==> config.mk <==
export PLATFORM = sky130hd
export DESIGN_NAME = dfs_topological_sort
export DESIGN_NICKNAME = d
export VERILOG_FILES = /design/src/rtl/dts_pkg.sv /design/src/rtl/dts_adj.sv /design/src/rtl/dts_dfs.sv /design/src/rtl/dfs_topological_sort.sv
export SDC_FILE = /design/constraint.sdc
export NUM_CORES = 1
export LEC_CHECK = 0
export BUFFER_PORTS_ARGS = -buffer_cell sky130_fd_sc_hd__buf_2
export CAP_MARGIN = 20
export CORE_MARGIN = 2
export CORE_UTILIZATION = 50
export CTS_CLUSTER_SIZE = 14
export DETAILED_ROUTE_END_ITERATION = 6
export PLACE_DENSITY = 0.66
export SYNTH_ARGS = -nofsm -noshare
export SYNTH_HDL_FRONTEND = slang
export SYNTH_HIERARCHICAL = 1
export SYNTH_SLANG_ARGS = --single-unit
export TNS_END_PERCENT = 50
==> constraint.sdc <==
create_clock -name clk -period 10.7 [get_ports clk]
set_clock_uncertainty 0.05 [all_clocks]
set_input_delay 2.14 -clock clk [delete_from_list [all_inputs] [get_ports clk]]
set_output_delay 2.14 -clock clk [all_outputs]
set_load 0.01 [all_outputs]
==> src/rtl/dts_pkg.sv <==
// ----------------------------------------------------------------------------
// dts_pkg: shared types and constants for the DFS topological sorter
// Holds the vertex, count and row types, plus the control word that passes from
// the top level to the search engine and the stack entry layout that it uses.
// ----------------------------------------------------------------------------
package dts_pkg;

  localparam int ROW_LIMIT        = 16;  // hardware ceiling on vertices
  localparam int VIDX_W           = 4;   // vertex index width
  localparam int CNT_W            = 5;   // count width, holds 0 .. ROW_LIMIT
  localparam int ROW_W            = 16;  // adjacency row width
  localparam int MAX_VERTICES_DEF = 16;

  typedef logic [VIDX_W-1:0] vidx_t;
  typedef logic [CNT_W-1:0]  cnt_t;
  typedef logic [ROW_W-1:0]  row_t;

  // Start request from the loader to the search engine.
  typedef struct packed {
    logic start;
    cnt_t count;
  } dts_ctl_t;

  // One suspended frame of the depth-first walk.
  typedef struct packed {
    vidx_t u;
    cnt_t  next_v;
  } stack_ent_t;

endpackage

==> src/rtl/dts_adj.sv <==
// ----------------------------------------------------------------------------
// dts_adj: adjacency row store
// One row per vertex, written during loading. The search engine addresses it
// with the vertex it moves to, and the registered row follows in the next cycle.
// ----------------------------------------------------------------------------
module dts_adj
  import dts_pkg::*;
#(
  parameter int HARD_ROWS = ROW_LIMIT,
  localparam int AW = (HARD_ROWS > 1) ? $clog2(HARD_ROWS) : 1
) (
  input  logic          clk,
  input  logic          wr_en,
  input  logic [AW-1:0] wr_addr,
  input  row_t          wr_row,
  input  logic [AW-1:0] rd_addr,
  output row_t          rd_row
);

  row_t rows_r [HARD_ROWS];
  row_t rd_row_r;

  always_ff @(posedge clk) begin
    if (wr_en) begin
      rows_r[wr_addr] <= wr_row;
    end
    rd_row_r <= rows_r[rd_addr];
  end

  assign rd_row = rd_row_r;

endmodule

==> src/rtl/dts_dfs.sv <==
// ----------------------------------------------------------------------------
// dts_dfs: depth-first search engine and result sequencer
// Walks the graph one neighbor test per cycle with an explicit stack, records
// finish order, then streams vertices out in reverse finish order.
// ----------------------------------------------------------------------------
module dts_dfs
  import dts_pkg::*;
(
  input  logic     clk,
  input  logic     rst_n,
  input  dts_ctl_t ctl,
  output logic     busy,
  output vidx_t    adj_rd_idx,
  input  row_t     adj_rd_row,
  output logic     out_valid,
  input  logic     out_stall,
  output cnt_t     out_vertex,
  output logic     out_last
);

  typedef enum logic [1:0] {S_IDLE, S_ROOT, S_WALK, S_EMIT} state_t;

  state_t     state_r, state_nxt;
  cnt_t       n_r, n_nxt;
  cnt_t       root_r, root_nxt;
  cnt_t       done_r, done_nxt;
  vidx_t      cur_u_r, cur_u_nxt;
  cnt_t       cur_v_r, cur_v_nxt;
  vidx_t      sp_r, sp_nxt;
  row_t       visited_r, visited_nxt;
  vidx_t      emit_idx_r, emit_idx_nxt;
  logic       out_valid_r, out_valid_nxt;
  cnt_t       out_vertex_r;
  logic       out_last_r, out_last_nxt;
  stack_ent_t below_r;

  stack_ent_t stack_r [ROW_LIMIT];
  vidx_t      finish_r [ROW_LIMIT];

  logic       push_en, fin_en;
  logic       word_load;
  vidx_t      word_idx;
  vidx_t      test_idx;
  logic       hit;
  stack_ent_t push_ent;
  logic       out_take;

  // The row store is addressed with the next vertex, so its registered row
  // always belongs to cur_u_r.
  assign test_idx   = cur_v_r[VIDX_W-1:0];
  assign adj_rd_idx = cur_u_nxt;
  assign hit        = (test_idx != cur_u_r) && adj_rd_row[test_idx] && !visited_r[test_idx];
  assign push_ent   = '{u: cur_u_r, next_v: cur_v_r + CNT_W'(1)};
  assign out_take   = out_valid_r && !out_stall;

  always_comb begin
    state_nxt      = state_r;
    n_nxt          = n_r;
    root_nxt       = root_r;
    done_nxt       = done_r;
    cur_u_nxt      = cur_u_r;
    cur_v_nxt      = cur_v_r;
    sp_nxt         = sp_r;
    visited_nxt    = visited_r;
    emit_idx_nxt   = emit_idx_r;
    out_valid_nxt  = out_valid_r;
    out_last_nxt   = out_last_r;
    push_en        = 1'b0;
    fin_en         = 1'b0;
    word_load      = 1'b0;
    word_idx       = '0;
    case (state_r)
      S_IDLE: begin
        if (ctl.start) begin
          n_nxt       = ctl.count;
          root_nxt    = '0;
          done_nxt    = '0;
          visited_nxt = '0;
          state_nxt   = S_ROOT;
        end
      end
      S_ROOT: begin
        if (root_r == n_r) begin
          // Every vertex has finished; the last one to finish goes out first.
          emit_idx_nxt   = VIDX_W'(n_r - CNT_W'(1));
          word_load      = 1'b1;
          word_idx       = VIDX_W'(n_r - CNT_W'(1));
          out_last_nxt   = (n_r == CNT_W'(1));
          out_valid_nxt  = 1'b1;
          state_nxt      = S_EMIT;
        end else if (visited_r[root_r[VIDX_W-1:0]]) begin
          root_nxt = root_r + CNT_W'(1);
        end else begin
          visited_nxt[root_r[VIDX_W-1:0]] = 1'b1;
          cur_u_nxt = root_r[VIDX_W-1:0];
          cur_v_nxt = '0;
          sp_nxt    = '0;
          state_nxt = S_WALK;
        end
      end
      S_WALK: begin
        if (cur_v_r >= n_r) begin
          // Neighbors exhausted: the vertex finishes and its parent resumes.
          fin_en   = 1'b1;
          done_nxt = done_r + CNT_W'(1);
          if (sp_r == '0) begin
            root_nxt  = root_r + CNT_W'(1);
            state_nxt = S_ROOT;
          end else begin
            cur_u_nxt = below_r.u;
            cur_v_nxt = below_r.next_v;
            sp_nxt    = sp_r - VIDX_W'(1);
          end
        end else if (hit) begin
          push_en               = 1'b1;
          visited_nxt[test_idx] = 1'b1;
          sp_nxt                = sp_r + VIDX_W'(1);
          cur_u_nxt             = test_idx;
          cur_v_nxt             = '0;
        end else begin
          cur_v_nxt = cur_v_r + CNT_W'(1);
        end
      end
      S_EMIT: begin
        if (out_take) begin
          if (emit_idx_r == '0) begin
            out_valid_nxt = 1'b0;
            state_nxt     = S_IDLE;
          end else begin
            emit_idx_nxt   = emit_idx_r - VIDX_W'(1);
            word_load      = 1'b1;
            word_idx       = emit_idx_r - VIDX_W'(1);
            out_last_nxt   = (emit_idx_r == VIDX_W'(1));
          end
        end
      end
      default: begin
        state_nxt = S_IDLE;
      end
    endcase
  end

  always_ff @(posedge clk) begin
    if (!rst_n) begin
      state_r     <= S_IDLE;
      out_valid_r <= 1'b0;
      sp_r        <= '0;
      done_r      <= '0;
      root_r      <= '0;
      visited_r   <= '0;
    end else begin
      state_r     <= state_nxt;
      out_valid_r <= out_valid_nxt;
      sp_r        <= sp_nxt;
      done_r      <= done_nxt;
      root_r      <= root_nxt;
      visited_r   <= visited_nxt;
    end
  end

  // below_r always holds the parent frame under the current vertex; a push
  // forwards the new frame, otherwise it is read from the entry below the next stack pointer.
  always_ff @(posedge clk) begin
    n_r          <= n_nxt;
    cur_u_r      <= cur_u_nxt;
    cur_v_r      <= cur_v_nxt;
    emit_idx_r   <= emit_idx_nxt;
    out_last_r   <= out_last_nxt;
    if (word_load) begin
      out_vertex_r <= {1'b0, finish_r[word_idx]} + CNT_W'(1);
    end
    if (push_en) begin
      stack_r[sp_r] <= push_ent;
      below_r       <= push_ent;
    end else begin
      below_r <= stack_r[sp_nxt - VIDX_W'(1)];
    end
    if (fin_en) begin
      finish_r[done_r[VIDX_W-1:0]] <= cur_u_r;
    end
  end

  assign busy       = (state_r != S_IDLE);
  assign out_valid  = out_valid_r;
  assign out_vertex = out_vertex_r;
  assign out_last   = out_last_r;

  a_start_idle: assert property (@(posedge clk) disable iff (!rst_n)
    ctl.start |-> state_r == S_IDLE)
    else $error("sort started while engine busy");

  a_all_finished: assert property (@(posedge clk) disable iff (!rst_n)
    (state_r == S_ROOT && root_r == n_r) |-> done_r == n_r)
    else $error("search ended without every vertex finishing");

  a_scan_bound: assert property (@(posedge clk) disable iff (!rst_n)
    state_r == S_WALK |-> cur_v_r <= n_r)
    else $error("neighbor scan ran past the vertex count");

  a_emit_end: assert property (@(posedge clk) disable iff (!rst_n)
    (state_r == S_EMIT && out_take && out_last_r) |=> state_r == S_IDLE && !out_valid_r)
    else $error("output continued after the last word");

endmodule

==> src/rtl/dfs_topological_sort.sv <==
// Rows load one word per cycle while the input is not stalled; after the final row
// the search runs one neighbor test per cycle, then n words leave at one per
// cycle when the output is not stalled.
// Throughput is set by the single neighbor-test step of the search engine; input
// is stalled from the final row until the last output word is taken.
// Reset (rst_n, synchronous, active low) sets the vertex count to 16, row 0 next.
// ----------------------------------------------------------------------------
// dfs_topological_sort: depth-first topological sort of a small digraph
// Collects one adjacency row per input word. Once the row of the last vertex
// in use arrives, a depth-first search runs over the stored matrix and the
// vertices leave, 1-based, in reverse order of finishing; the final word is
// flagged. Cyclic graphs still produce the DFS order without any error flag.
// ----------------------------------------------------------------------------
module dfs_topological_sort
  import dts_pkg::*;
#(
  parameter int MAX_VERTICES = MAX_VERTICES_DEF
) (
  input  logic clk,
  input  logic rst_n,
  // Row input channel
  input  logic in_valid,
  output logic in_stall,
  input  row_t in_row_bits,
  // Result channel
  output logic out_valid,
  input  logic out_stall,
  output cnt_t out_vertex,
  output logic out_last,
  // Vertex count register
  input  logic cfg_valid,
  output logic cfg_ready,
  input  cnt_t cfg_vertex_count
);

  // Rows actually stored; the row store never exceeds the hardware ceiling.
  localparam int HARD = (MAX_VERTICES < ROW_LIMIT) ? MAX_VERTICES : ROW_LIMIT;
  localparam int AW   = (HARD > 1) ? $clog2(HARD) : 1;

  cnt_t     vcount_r;
  cnt_t     rows_loaded_r;
  cnt_t     n_eff;
  logic     in_take;
  logic     last_row;
  logic     busy;
  vidx_t    adj_rd_idx;
  row_t     adj_rd_row;
  dts_ctl_t ctl;

  // The register accepts a write at any time; software must write it only while
  // the block is idle. A write also restarts loading at row 0.
  assign cfg_ready = 1'b1;

  // Effective vertex count: zero behaves as one, and anything above the
  // ceiling is clamped to it.
  always_comb begin
    if (vcount_r == '0) begin
      n_eff = CNT_W'(1);
    end else if (vcount_r > CNT_W'(HARD)) begin
      n_eff = CNT_W'(HARD);
    end else begin
      n_eff = vcount_r;
    end
  end

  // Input is held off for the whole search and output phase.
  assign in_stall = busy;
  assign in_take  = in_valid && !in_stall;
  assign last_row = (rows_loaded_r + CNT_W'(1)) >= n_eff;

  assign ctl.start = in_take && last_row;
  assign ctl.count = n_eff;

  always_ff @(posedge clk) begin
    if (!rst_n) begin
      vcount_r      <= CNT_W'(ROW_LIMIT);
      rows_loaded_r <= '0;
    end else if (cfg_valid && cfg_ready) begin
      vcount_r      <= cfg_vertex_count;
      rows_loaded_r <= '0;
    end else if (in_take) begin
      rows_loaded_r <= last_row ? '0 : rows_loaded_r + CNT_W'(1);
    end
  end

  // Bits above the vertex count are stored as given; the search never tests
  // columns at or beyond the count, so they have no effect.
  dts_adj #(
    .HARD_ROWS (HARD)
  ) u_adj (
    .clk     (clk),
    .wr_en   (in_take),
    .wr_addr (rows_loaded_r[AW-1:0]),
    .wr_row  (in_row_bits),
    .rd_addr (adj_rd_idx[AW-1:0]),
    .rd_row  (adj_rd_row)
  );

  dts_dfs u_dfs (
    .clk        (clk),
    .rst_n      (rst_n),
    .ctl        (ctl),
    .busy       (busy),
    .adj_rd_idx (adj_rd_idx),
    .adj_rd_row (adj_rd_row),
    .out_valid  (out_valid),
    .out_stall  (out_stall),
    .out_vertex (out_vertex),
    .out_last   (out_last)
  );

endmodule
After elaboration in Yosys (flattened, before gate mapping):

Memory sizes are Yosys's and may differ from the RTL's. A register that Yosys moved wholly into a read port is not among the register bits.
Index checks and enable logic that the tools add are counted.

* bits in registers: 67
* bits in latches: 0
* bits in writable memories: 464
* ROM bits: 0
* output and inout bits: 9
* word-level logic and storage cells: 170
* memories kept: 3

Memory list
* u_adj.rows_r: words 16, width 16, rd ports 1, clocked after memory_dff 1, wr ports 1, line dts_adj.sv:20 `row_t rows_r [HARD_ROWS];`
* u_dfs.stack_r: words 16, width 9, rd ports 1, clocked after memory_dff 1, wr ports 1, line dts_dfs.sv:37 `stack_ent_t stack_r [ROW_LIMIT];`
* u_dfs.finish_r: words 16, width 4, rd ports 1, clocked after memory_dff 0, wr ports 1, line dts_dfs.sv:38 `vidx_t finish_r [ROW_LIMIT];`

* add/sub/neg operators: 10
* $mul: 0
* div/mod/pow operators: 0
* magnitude comparators: 7
* eq/ne operators: 21
* shifts and indexed selects: 0
* multiplexer cells: 84
* bitwise logic cells: 3
* reductions and logical operators: 28

Operators with widths (count)
* 2-to-1 mux 16 bit: 5
* 2-to-1 mux 5 bit: 14
* 2-to-1 mux 4 bit: 16
* one-hot mux 16 bit (3 select lines): 1
* OR 16 bit: 2
* one-hot mux 4 bit (2 select lines): 4
* 2-to-1 mux 1 bit: 25
* adder 5 x 1 -> 5 bit (second input constant): 4
* one-hot mux 5 bit (2 select lines): 2
* AND reduction 6 bit: 3
* subtractor 4 x 1 -> 4 bit (second input constant): 4
* one-hot mux 5 bit (3 select lines): 1
* 2-to-1 mux 2 bit: 7
* != test 2 x 1 -> 1 bit (second input constant): 7
* binary-select mux 1 bit (select 4 bit): 3
* AND reduction 4 bit: 3
* >= comparator 5 bit: 2
* less-than comparator 4 x 5 -> 1 bit (second input constant): 2
* != test 2 bit (second input constant): 5
* demux 1 bit (select 4 bit): 2
* >= comparator 4 x 1 -> 1 bit (second input constant): 2
* logical NOT 4 bit: 2
* one-hot mux 2 bit (4 select lines): 1
* nonzero test 2 bit: 4
* other kinds (21): 32

Logic depth before layout (Yosys ltp):

* word-level depth: 9
* depth in mapped cells: 18
* mapped depth without buffers: 14

Hierarchy:

The synthesis kept the hierarchy.

By module, submodules not included
* dts_dfs: times used 1, cells an instance 854, area each 12388.1 µm²
* dts_adj: times used 1, cells an instance 432, area each 10042.1 µm²
* dfs_topological_sort: times used 1, cells an instance 74, area each 624.3 µm²

Least setup slack after synthesis:

Ideal clock, no wire load.

* kind: in2reg
* from: input port in_valid
* to: memory u_adj/rows_r[0][0] (netlist name) (enable)
* arrival time: 3921 ps
* required time: 10241 ps
* slack: 6320 ps
* stages: 4
* buffers on the path: 0
* path through: nand2b_4 > inv_4 > or3b_2 > nor3_1

* cells in the longest elaborated chain, start to end: 3

RTL lines
* start, declared: line dfs_topological_sort.sv:22 `input logic in_valid,`
* logical AND 1 bit: line dfs_topological_sort.sv:68 `assign in_take = in_valid && !in_stall;`
* via in_take: line dfs_topological_sort.sv:43 `logic in_take;`
* 2-to-1 mux 1 bit: line dts_adj.sv:24 `if (wr_en) begin`
* 2-to-1 mux 1 bit (not written as such): line dts_adj.sv:25 `rows_r[wr_addr] <= wr_row;`
* end, declared: line dts_adj.sv:20

The timed path passes the listed nets, and every way through them passes these cells.

Worst setup path in the final report:

* from: register u_dfs.cur_v_r[0]
* to: register u_adj.rd_row_r[10] (netlist: u_adj/rd_row[10]) (read register of u_adj.rows_r)

* cells in the longest elaborated chain, start to end: 7
* elaborated cells on any way between the ends: 12
* those cells by class: order compare (1); eq/ne (1); mux (7); reduce/logical (3)

RTL lines
* start, declared: line dts_dfs.sv:28 `cnt_t cur_v_r, cur_v_nxt;`
* start signal, assigned: line dts_dfs.sv:166 `cur_v_r <= cur_v_nxt;`
* binary-select mux 1 bit (select 4 bit): line dts_dfs.sv:52 `assign hit = (test_idx != cur_u_r) && adj_rd_row[test_idx] && !visited_r[test_idx];`
* 2-to-1 mux 1 bit (not written as such): line dts_dfs.sv:52
* logical AND 1 bit or logical NOT 1 bit (tied branches): line dts_dfs.sv:52
* logical AND 1 bit: line dts_dfs.sv:52
* 2-to-1 mux 4 bit: line dts_dfs.sv:114 `end else if (hit) begin`
* 2-to-1 mux 4 bit *: line dts_dfs.sv:102 `if (cur_v_r >= n_r) begin`
* one-hot mux 4 bit (2 select lines) *: line dts_dfs.sv:72 `case (state_r)`
* via adj_rd_idx[0]: line dfs_topological_sort.sv:46 `vidx_t adj_rd_idx;`
* end, declared: line dts_adj.sv:21 `row_t rd_row_r;`

The timed path passes the listed nets; every way through them passes the cells marked *. The select of a mux whose other input is x is not followed.
A chain may end at the register's enable or synchronous reset.

==> run summary <==
- Synth-to-Final Area Change: 11.4%
- layout cells sized above 1: 21.4%
- total clock buffers created by CTS: 54
- post-detail-place hpwl: 29100 um
- flip-flop cell with the highest count after synthesis: sky130_fd_sc_hd__edfxtp_1
- cell count after synthesis: 1360
- core region area: 45500 sq um
- distinct cell type count after synthesis: 85
- total area of sequential cells: 15900 sq um
- Hold Path Sink: u_dfs/n_r[4]
- endpoints failing hold: 0
- relative slew slack: 29.7%
- Post-CTS Setup Bufs: 0
- final critical-path required period: 5.70 ns
- cell types with the highest counts after synthesis: 484 x sky130_fd_sc_hd__edfxtp_1, 109 x sky130_fd_sc_hd__mux4_2, 91 x sky130_fd_sc_hd__nand2_1, 82 x sky130_fd_sc_hd__nor2_1, 66 x sky130_fd_sc_hd__dfxtp_1
- number of sinks handled by clock tree synthesis: 550
- count of yosys warnings during synthesis: 6
- Pre-Repair DR Iteration Count: 5
- vias per cell: 5.85
- Pwr per Cell Area: 226 nW/um^2
- Final Max Tran Viols: 0
- Syn Nets: 1424
- root buf cell: sky130_fd_sc_hd__clkbuf_16
- routed len/inst: 23.2 um
- initial standard-cell utilization of the core: 50.7%
- Starting DRT DRC Count: 1023
- cell-internal power: 4140 uW
- number of antenna violations at the first check in global routing: 2
- worst skew pair latency: 0.60 ns
- DRC violation count after routing: 0
- Setup TNS Final: 0 ns
- Buffers on Ports: 33
- Hold Path Stages: 0
- crit share post-route: 53.2%
- aggregate routed wire length: 48000 um
- residual antenna-violating net count after detailed routing: 0
- cell area after technology mapping: 23100 sq um
- GRT Util Overall: 20.6%
- share of the yosys chip area belonging to registers: 68.8%
- top area cells in the synthesized netlist: sky130_fd_sc_hd__edfxtp_1 63%, sky130_fd_sc_hd__mux4_2 11%, sky130_fd_sc_hd__dfxtp_1 5.7%
- first-pass GRT wire length: 73600 um
- startpoint of the worst hold path: vcount_r[4]
- number of global-route vias before repair: 12.3k
- n_diodes: 0
- synthesized area per cell: 17.0 sq um
- setup repair after global routing missed its margin: no
- category of the most critical setup path: register to register
- weighted congestion reported at the end of routability-driven placement: 0.836
- full die area: 47800 sq um
- maximum root-to-sink buffer count: 3
- Max Clk Rate: 176 MHz
- Worst-path clk slew: 0.07 ns
- total of hold buffers inserted after clock tree synthesis: 0
- Post-synth ARST share: 0%
- Die H: 219 um
- reg-to-reg slack, setup: 5.00 ns
- dominant cell by count in the synthesized netlist: sky130_fd_sc_hd__edfxtp_1
- status: completed
- worst-path maximum fanout: 42
- required time at the endpoint of the critical path: 11.13 ns
- reported leakage power: 0.00845 uW
- clock power share: 31.2%
- post-CTS resize count: 0
- path category of the worst min-delay check: register to register
- number of flops mapped to enable cells by yosys: 484
- switching part of the total power: 28.8%
- power share of the combinational group: 23.7%
- Final #Nets: 1484
- worst r2r dst: u_adj/rd_row[10]
- number of max-capacitance violations reported: 0
- clock tree from TritonCTS: yes
- total via count after detailed routing: 12.1k
- R2R depth: 16
- largest net degree at the start of global routing: 66
- proportion of netlist area held by the largest area contributor: 63.0%
- number of top-level design ports: 35
- cell mode on critical path: sky130_fd_sc_hd__buf_4
- relative contribution of sequential cells to total power: 45.1%
- largest incremental delay on the critical path: 0.86 ns
- reported net switching power: 1670 uW
- crit path cell chain: inv_1 > ha_1 > nand2b_1 > a21o_1 > a21oi_1 > o21ai_1 > buf_4 > or2_1 > nand3_1 > a21oi_1 > a31oi_4 > buf_4 > buf_4 > mux4_1 > a22oi_1 > nand2_1
- data arrival time at the worst-slack endpoint: 6.12 ns
- startpoint type of the worst setup path: register
- highest-delay cell along the critical path: sky130_fd_sc_hd__edfxtp_1
- start of the worst register-to-register path: u_dfs/cur_v_r[0]
- post-placement setup slack: 4.95 ns
- category of the worst setup path capture point: register
- multi-input combinational cell area: 6740 sq um
- Final setup viols: 0
- total congestion overflow: 0
- number of register bits inferred by synthesis: 550
- peak ir drop on the vdd network: 0.175 mV
- standard-cell row count: 78
- cell accounting for the most synthesized area: sky130_fd_sc_hd__edfxtp_1
- number of inserted filler cells in the final layout: 3548
- slew at the pin with the worst max-slew slack: 1.05 ns
- final worst slack: 5.00 ns
- chip width: 219 um
- CTS H-Tree Depth: 2
## kinds of logic (layout without fill, tap and decap cells)
| kind of cell | count (synthesis) | after routing | share of synthesized area [%] |
|---|---|---|---|
| compound gates | 193 | 193 | 6.21 |
| xor+xnor | 28 | 28 | 1.13 |
| fa+ha+maj | 38 | 38 | 2.06 |
| buf+inv | 105 | 211 | 2.33 |
| flops | 550 | 550 | 68.8 |
| mux | 152 | 152 | 13.2 |
| other cells | 1 | 1 | 0.0163 |
| simple gates | 293 | 293 | 6.24 |
## flip-flops by register name, indices dropped and copies added (netlist names), 2 cells and up, named ones only
name	cells
u_dfs/sp_r	4
u_dfs/root_r	5
u_dfs/emit_idx_r	4
u_dfs/n_r	5
u_dfs/visited_r	16
vcount_r	5
u_dfs/stack_r	144
u_dfs/cur_v_r	5
u_dfs/finish_r	64
u_dfs/cur_u_r	4
u_adj/rd_row	16
u_dfs/state_r	2
u_dfs/done_r	4
rows_loaded_r	5
u_adj/rows_r	256
u_dfs/out_vertex	5
## cell type report
type | instances | area share [%]
tap | 600 | 2.92
inverter | 38 | 0.565
clock inverter | 27 | 0.858
multi-input combinational | 705 | 26.3
sequential | 550 | 61.8
timing repair buffer | 71 | 1.83
clock buffer | 75 | 5.80
## power groups by stage
stage	Sequential, uW	Clock (uW)	Combinational, uW
final	2620	1810	1370
after global routing	2630	1930	1500
after CTS	2630	1850	1370
after detailed placement	2670	0	1360
after global placement	2670	0	1330
after floorplan	2620	0	1080
## metal layers
metal | wire, um | part of all wire [%] | GRT usage, % | vias up
li1 | - | - | - | 5514
met2 | 24500 | 51 | 35.1 | 302
met1 | 20100 | 42 | 27.5 | 6197
met4 | 945 | 2.0 | 6.01 | 4
met3 | 2370 | 4.9 | 3.33 | 69
met5 | 14 | 0.029 | 0 | -
## critical path: cells and delay by family (launching register included)
| kind | cells | cell delay, ns |
|---|---|---|
| AOI/OAI and AO/OA | 6 | 0.96 |
| adders and majority gates | 1 | 0.42 |
| buffers and inverters | 4 | 1.88 |
| DFF | 1 | 0.86 |
| muxes | 1 | 0.66 |
| and+or+nand+nor | 4 | 0.67 |
## how the worst max path moves through the flow
stage,startpoint,endpoint,cells after the start
6_report,u_dfs/cur_v_r[0],u_adj/rd_row[10],16
3_3_place_gp,u_dfs/cur_v_r[0],u_adj/rd_row[4],16
3_5_place_dp,u_dfs/cur_v_r[0],u_adj/rd_row[4],16
5_1_grt,u_dfs/cur_v_r[0],u_adj/rd_row[11],16
2_1_floorplan,in_valid,u_adj/rows_r[0][0],4
4_1_cts,u_dfs/cur_v_r[0],u_adj/rd_row[4],16
## placed cells by master, fill, tap and decap left out, drive strengths merged, types with 5 or more instances in the layout
| cell | count |
|---|---|
| edfxtp | 484 |
| mux4 | 119 |
| nand2 | 91 |
| nor2 | 83 |
| clkbuf | 75 |
| buf | 71 |
| dfxtp | 66 |
| inv | 43 |
| a21oi | 39 |
| ha | 38 |
| a22oi | 38 |
| mux2i | 31 |
| o21ai | 24 |
| nand3 | 20 |
| nand2b | 19 |
| nor3 | 19 |
| clkinv | 18 |
| xnor2 | 16 |
| nor2b | 15 |
| o22ai | 15 |
| xor2 | 12 |
| a21boi | 11 |
| and2 | 9 |
| a211oi | 8 |
| nor3b | 7 |
| nand3b | 6 |
| o211ai | 6 |
| a221oi | 6 |
| nand4 | 5 |
| a31oi | 5 |
## per-stage QoR
stage | hold WS [ns] | util (%) | instance area (sq um) | std cells | power [uW]
after global routing | 0.460 | 56.5 | 25700 | 2066 | 6070
after CTS | 0.426 | 56.4 | 25600 | 2065 | 5850
after detailed placement | 0.410 | 52.6 | 23900 | 1963 | 4040
after global placement | 0.393 | 52.6 | 23900 | 1963 | 4010
after floorplan | 0.396 | - | 23100 | 1360 | 3700
final | 0.429 | 56.5 | 25700 | 2066 | 5810
No activity file was read; power rests on OpenSTA's default activity.
